$ cat src/design/bfxwc_pkg.sv
// Package: shared types and constants for the byte feedback XOR word cipher.
package bfxwc_pkg;

    localparam int NumStages = 7;
    localparam int KeyW      = 16;
    localparam int WordW     = 32;
    localparam int CfgIdxW   = 2;

    localparam logic [CfgIdxW-1:0] CfgConstKey1 = 2'd0;
    localparam logic [CfgIdxW-1:0] CfgConstKey2 = 2'd1;
    localparam logic [CfgIdxW-1:0] CfgDynKey    = 2'd2;

    localparam logic [WordW-1:0] RstConstKey1 = 32'd2366183;
    localparam logic [WordW-1:0] RstConstKey2 = 32'd1432754;
    localparam logic [WordW-1:0] RstDynKey    = 32'd79984829;

    // Bits 15:8 of the running key only ever depend on its low 16 bits.
    typedef struct packed {
        logic             op;
        logic [WordW-1:0] data;
        logic [KeyW-1:0]  key;
    } stage_t;

endpackage

$ cat src/design/byte_feedback_xor_word_cipher_top.sv
// Top level: seven-stage pipelined byte feedback XOR word cipher.
//
// One word enters per clock while the output side keeps taking, and each word
// passes through every stage in turn; the depth comes from the three key
// updates, each a 16x16 multiply with its own register stage, between the four
// byte XOR stages. Stages advance independently, so bubbles close up and new
// words are taken while a finished result waits. Only the low 16 bits of the
// key registers reach the datapath, since key bits 15:8 never depend on
// higher bits. Configuration writes take effect at once and belong to idle time.
module byte_feedback_xor_word_cipher_top (
    input  logic                              aclk,
    input  logic                              aresetn,
    input  logic                              cfg_we,
    input  logic [bfxwc_pkg::CfgIdxW-1:0]     cfg_index,
    input  logic [bfxwc_pkg::WordW-1:0]       cfg_data,
    input  logic                              s_valid,
    output logic                              s_ready,
    input  logic                              s_opcode,
    input  logic [bfxwc_pkg::WordW-1:0]       s_data_word,
    output logic                              m_valid,
    input  logic                              m_ready,
    output logic [bfxwc_pkg::WordW-1:0]       m_result_word
);

    localparam int N = bfxwc_pkg::NumStages;
    localparam int KW = bfxwc_pkg::KeyW;

    logic [KW-1:0] key1_reg, key2_reg, dyn_reg;

    bfxwc_pkg::stage_t stage_reg [N];
    bfxwc_pkg::stage_t stage_next [N];
    bfxwc_pkg::stage_t stage_src [N];
    logic [N-1:0]      valid_reg;
    logic [N-1:0]      en;

    always_ff @(posedge aclk) begin
        if (!aresetn) begin
            key1_reg <= bfxwc_pkg::RstConstKey1[KW-1:0];
            key2_reg <= bfxwc_pkg::RstConstKey2[KW-1:0];
            dyn_reg  <= bfxwc_pkg::RstDynKey[KW-1:0];
        end else if (cfg_we) begin
            case (cfg_index)
                bfxwc_pkg::CfgConstKey1: key1_reg <= cfg_data[KW-1:0];
                bfxwc_pkg::CfgConstKey2: key2_reg <= cfg_data[KW-1:0];
                bfxwc_pkg::CfgDynKey:    dyn_reg  <= cfg_data[KW-1:0];
                default: ;
            endcase
        end
    end

    // A stage may load when it is empty or its contents move on this cycle.
    always_comb begin
        en[N-1] = !valid_reg[N-1] || m_ready;
        for (int i = N - 2; i >= 0; i--) begin
            en[i] = !valid_reg[i] || en[i+1];
        end
    end

    assign s_ready = en[0];

    genvar s;
    generate
        for (s = 0; s < N; s++) begin : g_stage
            if (s == 0) begin : g_src_in
                assign stage_src[s] = '{op: s_opcode, data: s_data_word, key: dyn_reg};
            end else begin : g_src_prev
                assign stage_src[s] = stage_reg[s-1];
            end

            if ((s % 2) == 0) begin : g_xor
                localparam int B = s / 2;
                logic [7:0] in_byte, out_byte, fb_byte;
                always_comb begin
                    in_byte  = stage_src[s].data[8*B +: 8];
                    out_byte = in_byte ^ stage_src[s].key[15:8];
                    fb_byte  = stage_src[s].op ? in_byte : out_byte;
                    stage_next[s]              = stage_src[s];
                    stage_next[s].data[8*B +: 8] = out_byte;
                    stage_next[s].key          = stage_src[s].key + {{(KW-8){1'b0}}, fb_byte};
                end
            end else begin : g_mul
                logic [KW-1:0] prod;
                always_comb begin
                    prod              = stage_src[s].key * key1_reg;
                    stage_next[s]     = stage_src[s];
                    stage_next[s].key = prod + key2_reg;
                end
            end

            always_ff @(posedge aclk) begin
                if (!aresetn) begin
                    valid_reg[s] <= 1'b0;
                end else if (en[s]) begin
                    valid_reg[s] <= (s == 0) ? s_valid : valid_reg[(s == 0) ? 0 : s-1];
                end
            end

            always_ff @(posedge aclk) begin
                if (en[s]) begin
                    stage_reg[s] <= stage_next[s];
                end
            end
        end
    endgenerate

    assign m_valid       = valid_reg[N-1];
    assign m_result_word = stage_reg[N-1].data;

endmodule

$ cat config.mk
export PLATFORM = sky130hd
export DESIGN_NAME = byte_feedback_xor_word_cipher_top
export DESIGN_NICKNAME = d
export VERILOG_FILES = /design/src/design/bfxwc_pkg.sv /design/src/design/byte_feedback_xor_word_cipher_top.sv
export SDC_FILE = /design/constraint.sdc
export NUM_CORES = 1
export LEC_CHECK = 0
export ABC_AREA = 1
export BUFFER_PORTS_ARGS = -buffer_cell sky130_fd_sc_hd__buf_2
export CORE_ASPECT_RATIO = 2
export CORE_MARGIN = 1
export CORE_UTILIZATION = 55
export CTS_CLUSTER_SIZE = 30
export DETAILED_ROUTE_END_ITERATION = 8
export GPL_TIMING_DRIVEN = 0
export PLACE_DENSITY_LB_ADDON = 0.08
export SLEW_MARGIN = 10
export SYNTH_ARGS = -nofsm -noshare
export SYNTH_HDL_FRONTEND = slang
export SYNTH_SLANG_ARGS = --single-unit
$ cat constraint.sdc
create_clock -name aclk -period 11.55 [get_ports aclk]
set_input_delay 1.7325 -clock aclk [delete_from_list [all_inputs] [get_ports aclk]]
set_output_delay 1.7325 -clock aclk [all_outputs]
set_load 0.1 [all_outputs]
Word-level counts from Yosys, hierarchy flattened:

Memory sizes are Yosys's and may differ from the RTL's.
Index checks and enable logic that the tools add are counted.

* register bits after elaboration: 55
* bits in latches: 0
* memories kept: 1
* RAM bits: 343
* word-level logic and storage cells: 63
* input bits: 72
* memory bits (read-only): 0

* magnitude comparators: 0
* bitwise operators: 4
* shift operators: 0
* reduce and logical (&&, ||, !) cells: 18
* $add $sub $neg: 7
* equality and inequality tests: 2
* multiplexer cells: 18
* $mul: 3
* divide/modulo/power cells: 0

Memory list
* stage_reg: words 7, bits a word 49, rd ports 7, clocked after Yosys merged registers in 0, wr ports 7, RTL line byte_feedback_xor_word_cipher_top.sv:30 `bfxwc_pkg::stage_t stage_reg [N];`

Operators by type and width (number)
* $add A16 B8 Y16: 4
* $add A16 B16 Y16: 3
* $mul A16 B16 Y16: 3
* $mux W8: 4
* $xor A8 B8 Y8: 4
* $mux W1: 14
* $logic_not A1 Y1: 7
* $logic_or A1 B1 Y1: 7
* $reduce_and A2 Y1: 3
* $eq A2 B1 Y1 const B: 1
* $eq A2 B2 Y1 const B: 1
* $logic_not A2 Y1: 1

Longest topological paths before layout:

Gate-level depths: netlist (run 1).

* depth in word-level cells: 10
* mapped depth: 27
* mapped depth without buffers: 25

Worst setup path after synthesis (run 1):

No wires, ideal clock.

* path kind: input port to output port
* start: in m_ready
* end: out s_ready
* data arrival time: 6.265 ns
* required time: 9.818 ns
* stages on the path: 10
* buffers on the path: 0
* setup slack: 3.553 ns
* cells stage by stage: nor2_1 -> inv_2 -> nor2_1 -> inv_1 -> nor2_2 -> inv_2 -> nor2_2 -> nand2_2 -> nor2_4 -> nand2_1

* longest elaborated chain between the ends: 7

RTL lines
* from (decl): RTL line byte_feedback_xor_word_cipher_top.sv:21 `input logic m_ready,`
* $logic_or A1 B1 Y1: RTL line byte_feedback_xor_word_cipher_top.sv:53 `en[N-1] = !valid_reg[N-1] || m_ready;`
* via en[6]: RTL line byte_feedback_xor_word_cipher_top.sv:34 `logic [N-1:0] en;`
* $logic_or A1 B1 Y1: RTL line byte_feedback_xor_word_cipher_top.sv:55 `en[i] = !valid_reg[i] || en[i+1];`
* via en[5]: RTL line byte_feedback_xor_word_cipher_top.sv:34
* $logic_or A1 B1 Y1: RTL line byte_feedback_xor_word_cipher_top.sv:55
* via en[4]: RTL line byte_feedback_xor_word_cipher_top.sv:34
* $logic_or A1 B1 Y1 (2 in a row): RTL line byte_feedback_xor_word_cipher_top.sv:55
* via en[2]: RTL line byte_feedback_xor_word_cipher_top.sv:34
* $logic_or A1 B1 Y1 (2 in a row): RTL line byte_feedback_xor_word_cipher_top.sv:55
* to (decl): RTL line byte_feedback_xor_word_cipher_top.sv:17 `output logic s_ready,`

The timed path passes the listed nets, and every way through them passes these cells.

Worst setup path in the final report (run 1):

Ends and elaborated chain as after synthesis.

==> results of run 1 <==
-- cells by family after synthesis --
logic type / after synthesis / share of synthesized area (%)
and+or+nand+nor: 985 / 14.67
buffers and inverters: 804 / 11.22
adders and majority gates: 461 / 28.77
DFF: 371 / 38.61
AOI/OAI and AO/OA: 128 / 2.646
xor gates and xnor gates: 128 / 4.087
-- worst reg2reg max path, stage by stage, from the launching register on --
cell and delay [ps]:
dfxtp_1 590, clkbuf_1 820, buf_1 660, nand2_1 170, fa_1 530, fa_1 650
fa_1 470, fa_1 580, fa_1 440, fa_1 540, inv_1 60, ha_1 300
inv_1 100, nor3_1 50, inv_1 70, o221ai_1 130, a21oi_1 290, inv_1 90
nand3_1 90, nand2_1 270
-- through the flow --
step / utilization (%) / std cells
after floorplan: - / 2877
after global placement: 58.27 / 3608
after detailed placement: 58.44 / 3612
after CTS: 60.73 / 3672
after global routing: 60.75 / 3672
final: 60.75 / 3672
-- how the worst max path moves through the flow --
stage / from / to / cells past startpoint
after floorplan: m_ready / s_ready / 10
after global placement: m_ready / s_ready / 12
after detailed placement: m_ready / s_ready / 14
after CTS: m_ready / s_ready / 14
after global routing: m_ready / s_ready / 14
final: m_ready / s_ready / 14
-- routing by layer --
| layer | vias up | GRT usage (%) | part of all wire, % |
|---|---|---|---|
| met2 | 682 | 57.64 | 53 |
| met1 | 9421 | 29.06 | 31 |
| met4 | 0 | 30.58 | 12 |
| li1 | 8954 | - | - |
| met3 | 305 | 3.339 | 4.8 |
| met5 | - | 0 | 0 |
-- final cells by class --
cell class / instances / share of cell area [%]
clock buffers: 43 / 3.277
well taps: 643 / 2.691
flip-flops and latches: 371 / 35.43
multi-input cells: 1702 / 46.06
repair buffers: 92 / 1.741
clock inverters: 17 / 0.5065
inverters: 708 / 8.890
plain buffers: 96 / 1.402
-- cells in the final DEF, fill, tap and decap left out, types with 30 or more instances in the layout --
cell         n
a21oi_1     65
buf_2      106
fa_1       283
ha_1       178
xor2_1      95
nor2_1      60
nand3_1     82
nand2_1    774
clkbuf_1    57
dfxtp_1     55
clkbuf_16   38
inv_1      701
o21ai_0     30
edfxtp_1   316
xnor2_1     33
==> results.md, run 1 <==
* Status: complete, no violations
* Post-cts sizing count at 0
* Share of layout cells above drive strength 1 at between 7 and 8%
* MaxCap Viol Count at 0
* DR iter-0 viols at 1,268
* Area of the multi-input gates at about 14,000 um2
* Total Wirelength at ~76,000 um
* Hold Path Class: flop to flop
* Setup crit end kind: output port
* CTS Buffer Depth at 3
* Hold Crit Depth at 0
* Routed vias at 19,360
* Largest net degree at the start of global routing at 52
* Crit-path max FO at just over 50
* CP Class: primary input to output port
* Crit start category: primary input
* Max reg flops at 316
* WL/cell at 20.81 um
* Initial core utilization at a little under three fifths
* Top-count cell post-synth: nand2_1
* Hold Crit Start: stage_reg[0][44]
* First-pass GRT wire length at between 100,000 and 150,000 um
* Top FF cell, synth: edfxtp_1
* GR Util All Layers at 31.18%
* P&R area growth vs syn at 8.982%
* Crit share post-route at approximately two thirds
* Setup WS post-layout at around 3900 ps
* Reg2Reg Capture Point: stage_reg[5][15]
* Nets at roughly 3,500
* Remaining Overflow, GRT at 0
* Distinct cells, synth at 44
* Number of global-route vias before repair at 20,470
* Slew Viols, Final at 0
* Yosys top cell by area: edfxtp_1
* Crit-path cells: buf_2 > nor2_1 > inv_2 > nor2_1 > inv_2 > buf_12 > nor2_2 > inv_2 > nor2_2 > nand2_4 > nor2_4 > nand2_2 > buf_12 > buf_2
* Worst clock skew at around 23 ps
* Unrepaired setup endpoints after global routing: no
* Hpwl dp at approximately 62,000 um
* Reg-to-reg slack, setup at 4280 ps
* Clock latency on the worst-skew pair at between 500 and 600 ps
* Reg area at around 11,000 um2
* Reg2Reg Launch Point: key1_reg[3]
* Filler cells at 4,329
* Reg clk slew, reported paths at ~60 ps
* Number of setup buffers added after CTS at 0
* FP Rows at ~120
* F_max at 0.1305 GHz
* Initial antenna violation count at 0
* Sequential element share of the synthesized area at about two fifths
* Port Buffers at 88
* Final hold vios at 0
* Post-synth ARST share at 0%
* Die Span X at 159.9 um
* # IOs at between 100 and 150
* DRC at 0
* CTS tree: done
* Placed Instance Area at between 20,000 and 30,000 um2
* Core area at 49,210 um2
* Via density at approximately 5.3
* Placement Setup Slack at 3409 ps
* Slowest-stage cell, CP: inv_2
* Die area at about 51,000 um2
* Post-DRT Antenna Nets at 0
* DR pass1 iterations at 6
* Num Clock Sinks at between 300 and 400
* CP arrival at 5930 ps
* CP most frequent cell: inv_2
* Setup TNS at 0 ps
* Worst Path Required at between 9000 and 10,000 ps
* N_diodes at 0
* Hold EP: stage_reg[1][44]
* Inserted Clock Buffers at 34
* Post-route cell area at ~30,000 um2
* Least-Margin Pin Slew at about 1100 ps
* Clock Tree Root: clkbuf_16
* Worst Reg-to-Reg Cells at 19
* WHS at ~420 ps
* Yosys warnings at 0
* Worst Path Buf+Inv at 7
* Synth top cells by count: nand2_1 (775), inv_1 (704), edfxtp_1 (316)
* Slew HR at a little under a quarter
* GP Congestion at about 1.0
* Die Ht at around 320 um
* # hold bufs at CTS at 0
* Post-synth top area share at roughly 35%
* Slowest stage delay, CP at a little over 800 ps
* Htree depth at 2
* Final setup violation count at 0
* Final min period at between 7000 and 8000 ps
* Post-synth EDFFs at 316
* Cell family contributing the most delay on the critical path: buffers and inverters
* Syn nets at ~3,400
* Synthesized flop and latch total at between 300 and 400
* Synthesized area at between 20,000 and 30,000 um2
* Top post-synthesis cells by area: edfxtp_1 (35%), fa_1 (21%), nand2_1 (11%)
* Post-Synthesis Mean Instance Area at roughly 9.5 um2
* Gate Count Post-Synth at 2,877
Power of run 1 is not shown: default switching activity piles up to over one toggle a cycle in this logic, so the estimate is an artifact.
==> run 2: changes to the inputs <==
==> constraint.sdc (replaced) <==
create_clock -name aclk -period 6.5 [get_ports aclk]
set_input_delay 0.975 -clock aclk [delete_from_list [all_inputs] [get_ports aclk]]
set_output_delay 0.975 -clock aclk [all_outputs]
set_load 0.1 [all_outputs]
==> results.md, run 2 (synthesis results as in run 1) <==
* Num Clock Sinks at between 300 and 400
* CTS tree: done
* Reg area at 10,590 um2
* Routed vias at approximately 19,000
* WL/cell at 20.85 um
* Final hold vios at 0
* Setup WS post-layout at 207.6 ps
* Post-DRT Antenna Nets at 0
* Die Span X at 159.9 um
* GP Congestion at 0.9968
* Filler cells at 4,333
* Crit-path cells: buf_4 > clkbuf_2 > nand2_1 > inv_1 > fa_1 > inv_1 > fa_1 > fa_1 > fa_1 > inv_1 > fa_1 > inv_1 > fa_1 > inv_1 > ha_1 > nand2_1 > nor3_1 > inv_1 > o221ai_1 > a21oi_1 > inv_1 > nand3_1 > nand2_1
* Slew Viols, Final at 0
* Placement Setup Slack at -551.8 ps
* CP most frequent cell: inv_1
* Met2 wire length at around 40,000 um
* Crit start category: flop
* Core area at 49,210 um2
* DRT met1 WL at 23,720 um
* Die Ht at 317.8 um
* Via density at roughly 5.2
* # hold bufs at CTS at 0
* Nets at 3,538
* Total Wirelength at ~77,000 um
* P&R area growth vs syn at 9.160%
* Number of global-route vias before repair at slightly above 20,000
* Port Buffers at 88
* Largest net degree at the start of global routing at 52
* DR pass1 iterations at 5
* Slew HR at 44.43%
* CP arrival at 6470 ps
* Most frequent cells in the layout: nand2_1 (774), inv_1 (701), edfxtp_1 (316)
* Die area at just over 50,000 um2
* MaxCap Viol Count at 0
* WHS at 413.9 ps
* Reg clk slew, reported paths at approximately 70 ps
* DRC at 0
* Worst Path Buf+Inv at 9
* Setup TNS at 0 ps
* Initial core utilization at between 50% and 60%
* Slowest-stage cell, CP: fa_1
* Remaining Overflow, GRT at 0
* Setup crit end kind: flop
* Fin util at between 60 and 70%
* FP Rows at 115
* N_diodes at 0
* Area of the multi-input gates at roughly 14,000 um2
* Crit-path max FO at 10
* Slowest stage delay, CP at about 580 ps
* CP Class: flop to flop
* Final setup violation count at 0
* Routed wl met3 at ~3400 um
* Crit share post-route at 96.81%
* Most common cell after layout, fill and taps aside: nand2_1
* Status: complete, no violations
* F_max at 0.1589 GHz
* Share of layout cells above drive strength 1 at 7.824%
* # IOs at approximately 110
* Htree depth at 2
* GR Util All Layers at 31.18%
* Max Used Layer: met4
* First-pass GRT wire length at roughly 120,000 um
* Worst clock skew at 22.67 ps
* Cell family contributing the most delay on the critical path: adder cells
* Final min period at 6292 ps
* Hold Path Class: flop to flop
* CTS Buffer Depth at 3
* Least-Margin Pin Slew at between 800 and 900 ps
* Inserted Clock Buffers at 34
* Clock latency on the worst-skew pair at around 550 ps
* Clock Tree Root: clkbuf_16
* Max reg flops at 316
* Worst Path Required at around 6700 ps
* Hpwl dp at ~62,000 um
* DR iter-0 viols at roughly 1,200
* Initial antenna violation count at 0
## run 2: path summary, 6_finish.rpt
kind	start	endpoint	cells after the start	slack [ps]
worst max-delay path	key1_reg[1]	stage_reg[5][15]	23	210
worst min-delay path	stage_reg[4][39]	stage_reg[5][39]	0	410
worst max register to register	key1_reg[1]	stage_reg[5][15]	23	210
worst min register to register	stage_reg[4][39]	stage_reg[5][39]	0	410
## run 2: area by class of cell
class / instances / share of cell area (%)
buffer: 96 / 1.546
clock buffer: 43 / 3.272
clock inverter: 17 / 0.5056
inverter: 708 / 8.884
multi-input combinational: 1702 / 45.99
sequential: 371 / 35.38
tap: 643 / 2.687
timing repair buffer: 92 / 1.738
## run 2: worst reg2reg max path: stages, from the launching register on
cell,delay (ps)
dfxtp_1,370
buf_4,220
clkbuf_2,360
nand2_1,150
inv_1,70
fa_1,530
inv_1,50
fa_1,580
fa_1,450
fa_1,550
inv_1,50
fa_1,470
inv_1,50
fa_1,480
inv_1,40
ha_1,340
nand2_1,160
nor3_1,60
inv_1,80
o221ai_1,130
a21oi_1,290
inv_1,80
nand3_1,90
nand2_1,270
## run 2: metrics by stage
step,std cells,instance area [um2]
after floorplan,2877,27430
after global placement,3608,28670
after detailed placement,3612,28760
after CTS,3672,29910
after global routing,3672,29940
final,3672,29940
## run 2: layer usage
metal	GRT usage, %	vias to the layer above
met4	30.18	0
met1	29.04	9406
met2	57.67	629
met3	3.535	292
li1	-	8945
met5	0	-
## run 2: what timing repair did
item,4_1_cts,5_1_grt
gates cloned,0,0
buffers inserted,0,0
resized for setup,11,39
endpoints found under the setup margin,12,7
Power of run 2 is left out for the same reason.
